--- src/rtl/core/cws_pkg.sv ---
// Shared constants, register map and calendar helper functions for the wake scheduler.
`default_nettype none

package cws_pkg;

  // Register map: word index on the configuration port
  typedef enum logic [1:0] {
    REG_CADENCE    = 2'd0,
    REG_DESK_START = 2'd1,
    REG_DESK_END   = 2'd2,
    REG_SPARE      = 2'd3
  } cws_reg_e;

  localparam int unsigned YearW   = 12;
  localparam int unsigned MonthW  = 4;
  localparam int unsigned DayW    = 5;
  localparam int unsigned WdayW   = 3;
  localparam int unsigned HourW   = 5;
  localparam int unsigned MinW    = 6;
  localparam int unsigned SecW    = 6;
  localparam int unsigned DelayW  = 17;
  localparam int unsigned ElapsW  = 17;
  localparam int unsigned MsW     = 12;
  localparam int unsigned AddrW   = 4;
  localparam int unsigned DataW   = 32;

  localparam logic [YearW-1:0]  YearFirst   = 12'd2024;
  localparam logic [YearW-1:0]  YearLast    = 12'd2099;
  localparam logic [17:0]       SecsPerDay  = 18'd86400;
  localparam logic [17:0]       SecsPerHour = 18'd3600;
  localparam logic [17:0]       WakeMargin  = 18'd5;

  localparam logic              CadenceRst   = 1'b0;
  localparam logic [HourW-1:0]  DeskStartRst = 5'd7;
  localparam logic [HourW-1:0]  DeskEndRst   = 5'd19;

  // Month length; leap selects 29 days for February
  function automatic logic [DayW-1:0] month_days(input logic [MonthW-1:0] m,
                                                 input logic leap);
    logic [DayW-1:0] len;
    case (m) inside
      4'd2:                   len = leap ? 5'd29 : 5'd28;
      4'd4, 4'd6, 4'd9, 4'd11: len = 5'd30;
      default:                len = 5'd31;
    endcase
    return len;
  endfunction

  // Weekday offset per month for the table method
  function automatic logic [2:0] month_offset(input logic [MonthW-1:0] m);
    logic [2:0] off;
    case (m)
      4'd1:    off = 3'd0;
      4'd2:    off = 3'd3;
      4'd3:    off = 3'd2;
      4'd4:    off = 3'd5;
      4'd5:    off = 3'd0;
      4'd6:    off = 3'd3;
      4'd7:    off = 3'd5;
      4'd8:    off = 3'd1;
      4'd9:    off = 3'd4;
      4'd10:   off = 3'd6;
      4'd11:   off = 3'd2;
      4'd12:   off = 3'd4;
      default: off = 3'd0;
    endcase
    return off;
  endfunction

  // Remainder by 7: eight is one modulo seven, so fold octal digits
  function automatic logic [2:0] mod7_12(input logic [11:0] x);
    logic [4:0] s;
    logic [3:0] t;
    s = 5'(x[2:0]) + 5'(x[5:3]) + 5'(x[8:6]) + 5'(x[11:9]);
    t = 4'(s[4:3]) + 4'(s[2:0]);
    return (t >= 4'd7) ? 3'(t - 4'd7) : t[2:0];
  endfunction

endpackage

`default_nettype wire

--- src/rtl/core/calendar_wake_schedule.sv ---
// Top level: three-stage pipeline that checks a date-time and derives the wake schedule.
//
//  channel   ports                                   flow
//  --------  --------------------------------------  ---------------------------------
//  command   start, busy, year_i .. seconds_i         word taken when start && !busy
//  result    done_o, date_ok_o .. wake_delay_seconds_o one-cycle strobe on done_o
//  config    psel, penable, pwrite, paddr, pwdata,    APB, zero wait states
//            prdata, pready
//
//  A word may be issued every cycle; busy stays low.
//  Each result passes through the input stage, the date stage and the delay stage,
//  and results appear in issue order.
//  Reset clears the valid bits and loads the register defaults; no clearing pass.
//  The receiver cannot stall, so the pipeline never holds.
`default_nettype none

module calendar_wake_schedule (
  input  wire logic                        clk_i,
  input  wire logic                        rst_ni,
  // command channel
  input  wire logic                        start,
  output      logic                        busy,
  input  wire logic [cws_pkg::YearW-1:0]   year_i,
  input  wire logic [cws_pkg::MonthW-1:0]  month_i,
  input  wire logic [cws_pkg::DayW-1:0]    day_i,
  input  wire logic [cws_pkg::WdayW-1:0]   day_of_week_i,
  input  wire logic [cws_pkg::HourW-1:0]   hours_i,
  input  wire logic [cws_pkg::MinW-1:0]    minutes_i,
  input  wire logic [cws_pkg::SecW-1:0]    seconds_i,
  // result channel
  output      logic                        done_o,
  output      logic                        date_ok_o,
  output      logic                        time_ok_o,
  output      logic [cws_pkg::WdayW-1:0]   computed_weekday_o,
  output      logic [cws_pkg::YearW-1:0]   period_year_o,
  output      logic [cws_pkg::MonthW-1:0]  period_month_o,
  output      logic [cws_pkg::DayW-1:0]    period_day_o,
  output      logic [cws_pkg::WdayW-1:0]   period_weekday_o,
  output      logic [cws_pkg::HourW-1:0]   period_hour_o,
  output      logic [cws_pkg::DelayW-1:0]  wake_delay_seconds_o,
  // configuration port
  input  wire logic                        psel,
  input  wire logic                        penable,
  input  wire logic                        pwrite,
  input  wire logic [cws_pkg::AddrW-1:0]   paddr,
  input  wire logic [cws_pkg::DataW-1:0]   pwdata,
  output      logic [cws_pkg::DataW-1:0]   prdata,
  output      logic                        pready
);
  import cws_pkg::*;

  // ---------------------------------------------------------------- registers
  logic              cadence_q;
  logic [HourW-1:0]  start_hr_q;
  logic [HourW-1:0]  end_hr_q;
  logic              cfg_wr;
  cws_reg_e          cfg_idx;

  assign pready  = 1'b1;
  assign cfg_wr  = psel && penable && pwrite;
  assign cfg_idx = cws_reg_e'(paddr[3:2]);

  // Write a register on the access phase
  always_ff @(posedge clk_i or negedge rst_ni) begin
    if (!rst_ni) begin
      cadence_q  <= CadenceRst;
      start_hr_q <= DeskStartRst;
      end_hr_q   <= DeskEndRst;
    end else if (cfg_wr) begin
      unique case (cfg_idx)
        REG_CADENCE:    cadence_q  <= pwdata[0];
        REG_DESK_START: start_hr_q <= pwdata[HourW-1:0];
        REG_DESK_END:   end_hr_q   <= pwdata[HourW-1:0];
        default: ;
      endcase
    end
  end

  // Read back the addressed register
  always_comb begin
    unique case (cfg_idx)
      REG_CADENCE:    prdata = {{(DataW-1){1'b0}}, cadence_q};
      REG_DESK_START: prdata = {{(DataW-HourW){1'b0}}, start_hr_q};
      REG_DESK_END:   prdata = {{(DataW-HourW){1'b0}}, end_hr_q};
      default:        prdata = '0;
    endcase
  end

  assign busy = 1'b0;

  // ---------------------------------------------------------------- stage A
  logic              a_vld_q;
  logic [YearW-1:0]  a_year_q;
  logic [MonthW-1:0] a_month_q;
  logic [DayW-1:0]   a_day_q;
  logic [WdayW-1:0]  a_wd_q;
  logic [HourW-1:0]  a_hour_q;
  logic              a_date_ok_q, a_time_ok_q, a_leap_q;
  logic [11:0]       a_wsum_q;
  logic [ElapsW-1:0] a_hsec_q;
  logic [MsW-1:0]    a_ms_q;
  logic              a_lt_start_q, a_gt_end_q, a_lt_end_q;

  logic              in_acc;
  logic              leap_a, yr_ok_a, mo_ok_a;
  logic [YearW-1:0]  yy_a;
  logic [WdayW-1:0]  wd_a;

  assign in_acc  = start && !busy;
  // Year range excludes every century year, so divisibility by four decides
  assign leap_a  = (year_i[1:0] == 2'b00);
  assign yr_ok_a = (year_i >= YearFirst) && (year_i <= YearLast);
  assign mo_ok_a = (month_i >= 4'd1) && (month_i <= 4'd12);
  assign yy_a    = (month_i < 4'd3) ? year_i - 12'd1 : year_i;
  assign wd_a    = (day_of_week_i == 3'd7) ? 3'd0 : day_of_week_i;

  always_ff @(posedge clk_i or negedge rst_ni) begin
    if (!rst_ni) begin
      a_vld_q <= 1'b0;
    end else begin
      a_vld_q <= in_acc;
    end
  end

  // Capture the word and the checks that need only the inputs and the configuration registers
  always_ff @(posedge clk_i) begin
    if (in_acc) begin
      a_year_q     <= year_i;
      a_month_q    <= month_i;
      a_day_q      <= day_i;
      a_wd_q       <= wd_a;
      a_hour_q     <= hours_i;
      a_leap_q     <= leap_a;
      a_date_ok_q  <= yr_ok_a && mo_ok_a && (day_i >= 5'd1) &&
                      (day_i <= month_days(month_i, leap_a));
      a_time_ok_q  <= (hours_i < 5'd24) && (minutes_i < 6'd60) && (seconds_i < 6'd60);
      // Century terms are fixed over the year range: -20 + 5 = -15, i.e. +6 mod 7
      a_wsum_q     <= yy_a + {2'b00, yy_a[11:2]} + 12'(month_offset(month_i)) +
                      12'(day_i) + 12'd6;
      a_hsec_q     <= ElapsW'(hours_i) * ElapsW'(SecsPerHour);
      a_ms_q       <= MsW'(minutes_i) * MsW'(60) + MsW'(seconds_i);
      a_lt_start_q <= hours_i < start_hr_q;
      a_gt_end_q   <= hours_i > end_hr_q;
      a_lt_end_q   <= hours_i < end_hr_q;
    end
  end

  // ---------------------------------------------------------------- stage B
  logic              b_vld_q;
  logic              b_date_ok_q, b_time_ok_q;
  logic [WdayW-1:0]  b_cw_q;
  logic [YearW-1:0]  b_py_q;
  logic [MonthW-1:0] b_pm_q;
  logic [DayW-1:0]   b_pd_q;
  logic [WdayW-1:0]  b_pw_q;
  logic [HourW-1:0]  b_ph_q;
  logic [ElapsW-1:0] b_el_q;
  logic [MsW-1:0]    b_ms_q;
  logic              b_lt_start_q, b_lt_end_q;

  logic [YearW-1:0]  py_b;
  logic [MonthW-1:0] pm_b, pm_prev;
  logic [DayW-1:0]   pd_b;
  logic [WdayW-1:0]  pw_b;
  logic [HourW-1:0]  ph_b;

  // Previous month; leap matters only when stepping back into February
  assign pm_prev = (a_month_q == 4'd1) ? 4'd12 : a_month_q - 4'd1;

  // Pick the period date and hour
  always_comb begin
    py_b = a_year_q;
    pm_b = a_month_q;
    pd_b = a_day_q;
    pw_b = a_wd_q;
    ph_b = a_hour_q;
    if (cadence_q && a_lt_start_q) begin
      ph_b = end_hr_q;
      if (a_date_ok_q) begin
        if (a_day_q > 5'd1) begin
          pd_b = a_day_q - 5'd1;
        end else begin
          pm_b = pm_prev;
          pd_b = month_days(pm_prev, a_leap_q);
          if (a_month_q == 4'd1) begin
            py_b = a_year_q - 12'd1;
          end
        end
        pw_b = (a_wd_q == 3'd0) ? 3'd6 : a_wd_q - 3'd1;
      end
    end else if (cadence_q && a_gt_end_q) begin
      ph_b = end_hr_q;
    end
  end

  always_ff @(posedge clk_i or negedge rst_ni) begin
    if (!rst_ni) begin
      b_vld_q <= 1'b0;
    end else begin
      b_vld_q <= a_vld_q;
    end
  end

  // Advance the period, weekday and elapsed seconds
  always_ff @(posedge clk_i) begin
    if (a_vld_q) begin
      b_date_ok_q  <= a_date_ok_q;
      b_time_ok_q  <= a_time_ok_q;
      b_cw_q       <= a_date_ok_q ? mod7_12(a_wsum_q) : 3'd0;
      b_py_q       <= py_b;
      b_pm_q       <= pm_b;
      b_pd_q       <= pd_b;
      b_pw_q       <= pw_b;
      b_ph_q       <= ph_b;
      b_el_q       <= a_hsec_q + ElapsW'(a_ms_q);
      b_ms_q       <= a_ms_q;
      b_lt_start_q <= a_lt_start_q;
      b_lt_end_q   <= a_lt_end_q;
    end
  end

  // ---------------------------------------------------------------- stage C
  logic              c_vld_q;
  logic [17:0]       start_sec, el_w, delay_c;

  assign start_sec = 18'(start_hr_q) * SecsPerHour;
  assign el_w      = 18'(b_el_q);

  // Select the wake delay for the schedule mode
  always_comb begin
    if (!b_time_ok_q) begin
      delay_c = '0;
    end else if (!cadence_q) begin
      delay_c = SecsPerDay - el_w + WakeMargin;
    end else if (b_lt_start_q) begin
      delay_c = start_sec - el_w + WakeMargin;
    end else if (b_lt_end_q) begin
      delay_c = SecsPerHour - 18'(b_ms_q) + WakeMargin;
    end else begin
      delay_c = SecsPerDay - el_w + start_sec + WakeMargin;
    end
  end

  always_ff @(posedge clk_i or negedge rst_ni) begin
    if (!rst_ni) begin
      c_vld_q <= 1'b0;
    end else begin
      c_vld_q <= b_vld_q;
    end
  end

  // Hold the result word for its strobe cycle
  always_ff @(posedge clk_i) begin
    if (b_vld_q) begin
      date_ok_o            <= b_date_ok_q;
      time_ok_o            <= b_time_ok_q;
      computed_weekday_o   <= b_cw_q;
      period_year_o        <= b_py_q;
      period_month_o       <= b_pm_q;
      period_day_o         <= b_pd_q;
      period_weekday_o     <= b_pw_q;
      period_hour_o        <= b_ph_q;
      wake_delay_seconds_o <= delay_c[DelayW-1:0];
    end
  end

  assign done_o = c_vld_q;

endmodule

`default_nettype wire

--- config.mk ---
export PLATFORM = sky130hd
export DESIGN_NAME = calendar_wake_schedule
export DESIGN_NICKNAME = d
export VERILOG_FILES = /design/src/rtl/core/cws_pkg.sv /design/src/rtl/core/calendar_wake_schedule.sv
export SDC_FILE = /design/constraint.sdc
export NUM_CORES = 1
export LEC_CHECK = 0
export ABC_AREA = 1
export BUFFER_PORTS_ARGS = -buffer_cell sky130_fd_sc_hd__clkbuf_2
export CAP_MARGIN = 20
export CORE_ASPECT_RATIO = 1.2
export CORE_MARGIN = 2
export CORE_UTILIZATION = 45
export DETAILED_ROUTE_END_ITERATION = 10
export SLEW_MARGIN = 0
export SYNTH_ARGS = -nofsm -noshare
export SYNTH_HDL_FRONTEND = slang
export SYNTH_SLANG_ARGS = --single-unit
export TNS_END_PERCENT = 1
--- constraint.sdc ---
create_clock -name clk_i -period 5.6 [get_ports clk_i]
set_input_delay 1.12 -clock clk_i [delete_from_list [all_inputs] [get_ports clk_i]]
set_output_delay 1.12 -clock clk_i [all_outputs]
set_load 0.005 [all_outputs]
==> flow_summary_export.csv <==
group,metric,value,unit
sta,period_share,0.866,
synthesis,synthFlopType,"edfxtp_1",
cells_and_area,regArea,0.00571,sq mm
cells_and_area,multi_input_area,0.00716,sq mm
synthesis,synth_cell_type_count,54,
floorplan,initial_core_util,0.457,
sta,finClkSkew,0.0130,ns
clock_tree,cts.reportedPaths.clkPinSlew,0.07,ns
synthesis,syn-cell-area,0.0139,sq mm
route,drt-vias-per-instance,5.10,
cells_and_area,fill_cells,2813,
sta,max_slew_margin,0.417,
synthesis,synth_area_per_cell,9.31,sq um
worst_setup_path,cp-end-kind,"register",
route,wl,31400,um
worst_setup_path,arrival,5.02,ns
placed_design,place_congestion,0.913,
worst_setup_path,path_max_fanout,7,
cells_and_area,drive_gt1_frac,0.123,
sta,period_needed,4.85,ns
power_and_ir_drop,p_leak,7.15,nW
cells_and_area,syn2layout_area_growth,10.4,%
run_status,status,"finished, final reports clean",
placed_design,dpl-instance-area,0.0148,sq mm
sta,slew_violations,0,
synthesis,yosysWarnings,0,
worst_setup_path,critPathLaunch,"month_i[0]",
sta,setup-tns-final,0,ns
power_and_ir_drop,total_power,7.25,mW
clock_tree,root_buffer,"clkbuf_16",
min_path,holdCritPathClass,"reg -> reg",
clock_tree,cts_buffers,17,
clock_tree,cts_tree,"yes",
flow_run,drv_cap,0,
route,num_vias,10300,
worst_setup_path,startpoint_type,"input pin",
clock_tree,htreeDepth,4,
sta,setup_viol,0,
global_routing,grt_antenna_before_repair,0,
worst_setup_path,path_class,"in -> reg",
power_and_ir_drop,powerDensity,473,mW/mm^2
clock_tree,hold_buffers,0,
cells_and_area,final_cell_mix,"nand2_1 (240), inv_1 (213), edfxtp_1 (178)",
synthesis,synth_enable_flop_cells,178,
clock_tree,post_cts_buffers,0,
route,dr.pass1.iters,5,
sta,max_freq,206,MHz
global_routing,grt_first_pass_wirelength,50100,um
floorplan,core_area,0.0304,sq mm
global_routing,grt_usage,0.200,
synthesis,syn_inst,1490,
floorplan,die_area,0.0323,sq mm
clock_tree,cts.repair.resized,0,
floorplan,rows,70,
floorplan,die_h,196,um
sta,hold_slack,0.419,ns
cells_and_area,diodes,0,
sta,finalHoldViolCount,0,
route,wl_per_cell,15.6,um
sta,worst_pin_slew,0.874,ns
power_and_ir_drop,vdd_ir_drop_max,0.640,mV
floorplan,die_x,164,um
cells_and_area,fin_area,0.0153,sq mm
floorplan,ios,169,
route,drtIter0Drc,619,
synthesis,ys_ff_latch,192,
synthesis,async_reset_ff_frac,0.0729,
placed_design,dp_hpwl,25600,um
global_routing,grt_max_degree,53,
route,drcViolationCount,0,
clock_tree,cts.sinks,192,
global_routing,grt_pass1_vias,9785,
sta,rsz0062_at_grt,"no",
worst_setup_path,cp.required,5.77,ns
min_path,hold_start,"a_ms_q[0]$_DFFE_PP_",
cells_and_area,nets,1882,
clock_tree,clk_latency,0.43,ns
synthesis,yosysSeqAreaShare,0.411,
cells_and_area,layout_commonest_cell,"nand2_1",
clock_tree,cts_max_path_buffers,2,
global_routing,overflow,0,
placed_design,portBuffers,110,
route,antenna_left,0,
worst_setup_path,timing.rr.start,"start_hr_q[2]$_DFFE_PN1P_",
stage by stage:
step / util / cells / setup WS, ns
2_1_floorplan: - / 1517 / 0.805
3_3_place_gp: 0.486 / 1987 / 0.351
3_5_place_dp: 0.486 / 1987 / 0.319
4_1_cts: 0.504 / 2019 / 0.776
5_1_grt: 0.504 / 2019 / 0.371
6_report: 0.504 / 2019 / 0.753
synthesized netlist by cell type, types with 8 or more instances:
cell / count / area (sq um)
xnor2_1: 19 / 166
xor2_1: 64 / 561
ha_1: 157 / 1960
nor2_1: 105 / 394
fa_1: 32 / 641
a21oi_1: 102 / 510
nand4_1: 21 / 131
nand2_2: 11 / 68.8
buf_4: 32 / 240
dfrtp_1: 8 / 200
nor2_2: 8 / 50.1
o21ai_1: 8 / 40.0
inv_2: 10 / 37.5
nand3_1: 91 / 455
o21ai_0: 73 / 365
nor3_1: 18 / 90.1
nand2_1: 240 / 901
inv_1: 213 / 800
edfxtp_1: 178 / 5350
layout make-up:
cell class              instances  area share
inverters                     225      0.0551
clock buffers                  20      0.0285
well taps                     396      0.0323
repair buffers                113      0.0374
flip-flops and latches        192       0.372
multi-input cells            1061       0.467
clock inverters                12     0.00678
path summary, 6_finish.rpt:
kind | depth (start not counted) | endpoint | slack, ns
min in group asynchronous | 1 | done_o$_DFF_PN0_ | 0.59
worst min register to register | 0 | b_el_q[0]$_DFFE_PP_ | 0.42
worst max-delay path | 19 | a_wsum_q[11]$_DFFE_PP_ | 0.75
max in group asynchronous | 1 | end_hr_q[4]$_DFFE_PN1P_ | 4.69
worst max register to register | 23 | wake_delay_seconds_o[16]$_SDFFCE_PN0P_ | 1.08
worst min-delay path | 0 | b_el_q[0]$_DFFE_PP_ | 0.42
power breakdown:
part / switching, mW / leakage (nW) / total [mW] / internal [mW]
Sequential: 0.234 / 1.92 / 2.20 / 1.97
Combinational: 2.48 / 4.98 / 3.94 / 1.46
Clock: 0.532 / 0.258 / 1.11 / 0.581
Total: 3.24 / 7.15 / 7.25 / 4.01
logic make-up (layout without fill, tap and decap cells):
logic type                 count (synthesis)  count (layout)  share of synthesized area
DFF                                      192             192                      0.411
adders and majority gates                189             189                      0.188
xor gates and xnor gates                  87              87                     0.0587
muxes                                      1               1                   0.000811
other                                      2              29                   0.000541
AOI/OAI and AO/OA                        231             231                     0.0920
buffers and inverters                    264             370                     0.0801
and+or+nand+nor                          524             524                      0.169
critical path, stage by stage:
cell      delay [ns]
clkbuf_2        0.11
ha_1            0.24
nor2_4          0.19
nand4_1         0.18
nor4_1          0.40
nor2_1          0.14
fa_1            0.53
inv_1           0.05
ha_1            0.28
ha_1            0.29
ha_1            0.36
a21oi_1         0.10
o21ai_0         0.16
a21oi_1         0.09
o31ai_1         0.35
nand2_1         0.10
a21oi_1         0.14
nor2_1          0.06
xnor2_1         0.12
per-layer routing:
| metal | GRT usage | vias up | routed length, um |
|---|---|---|---|
| li1 | - | 5235 | - |
| met1 | 0.261 | 4792 | 14000 |
| met5 | 0 | - | 0 |
| met2 | 0.336 | 206 | 15200 |
| met3 | 0.0305 | 55 | 1100 |
| met4 | 0.0783 | 0 | 1100 |
flip-flops by register name, indices dropped and copies added (netlist names), 8 cells and up:
register,count
b_ms_q,8
a_wsum_q,12
a_hsec_q,8
b_el_q,17
a_ms_q,12
a_year_q,12
wake_delay_seconds_o,17
b_py_q,12
period_year_o,12
Power figures use the tool's default switching activity.
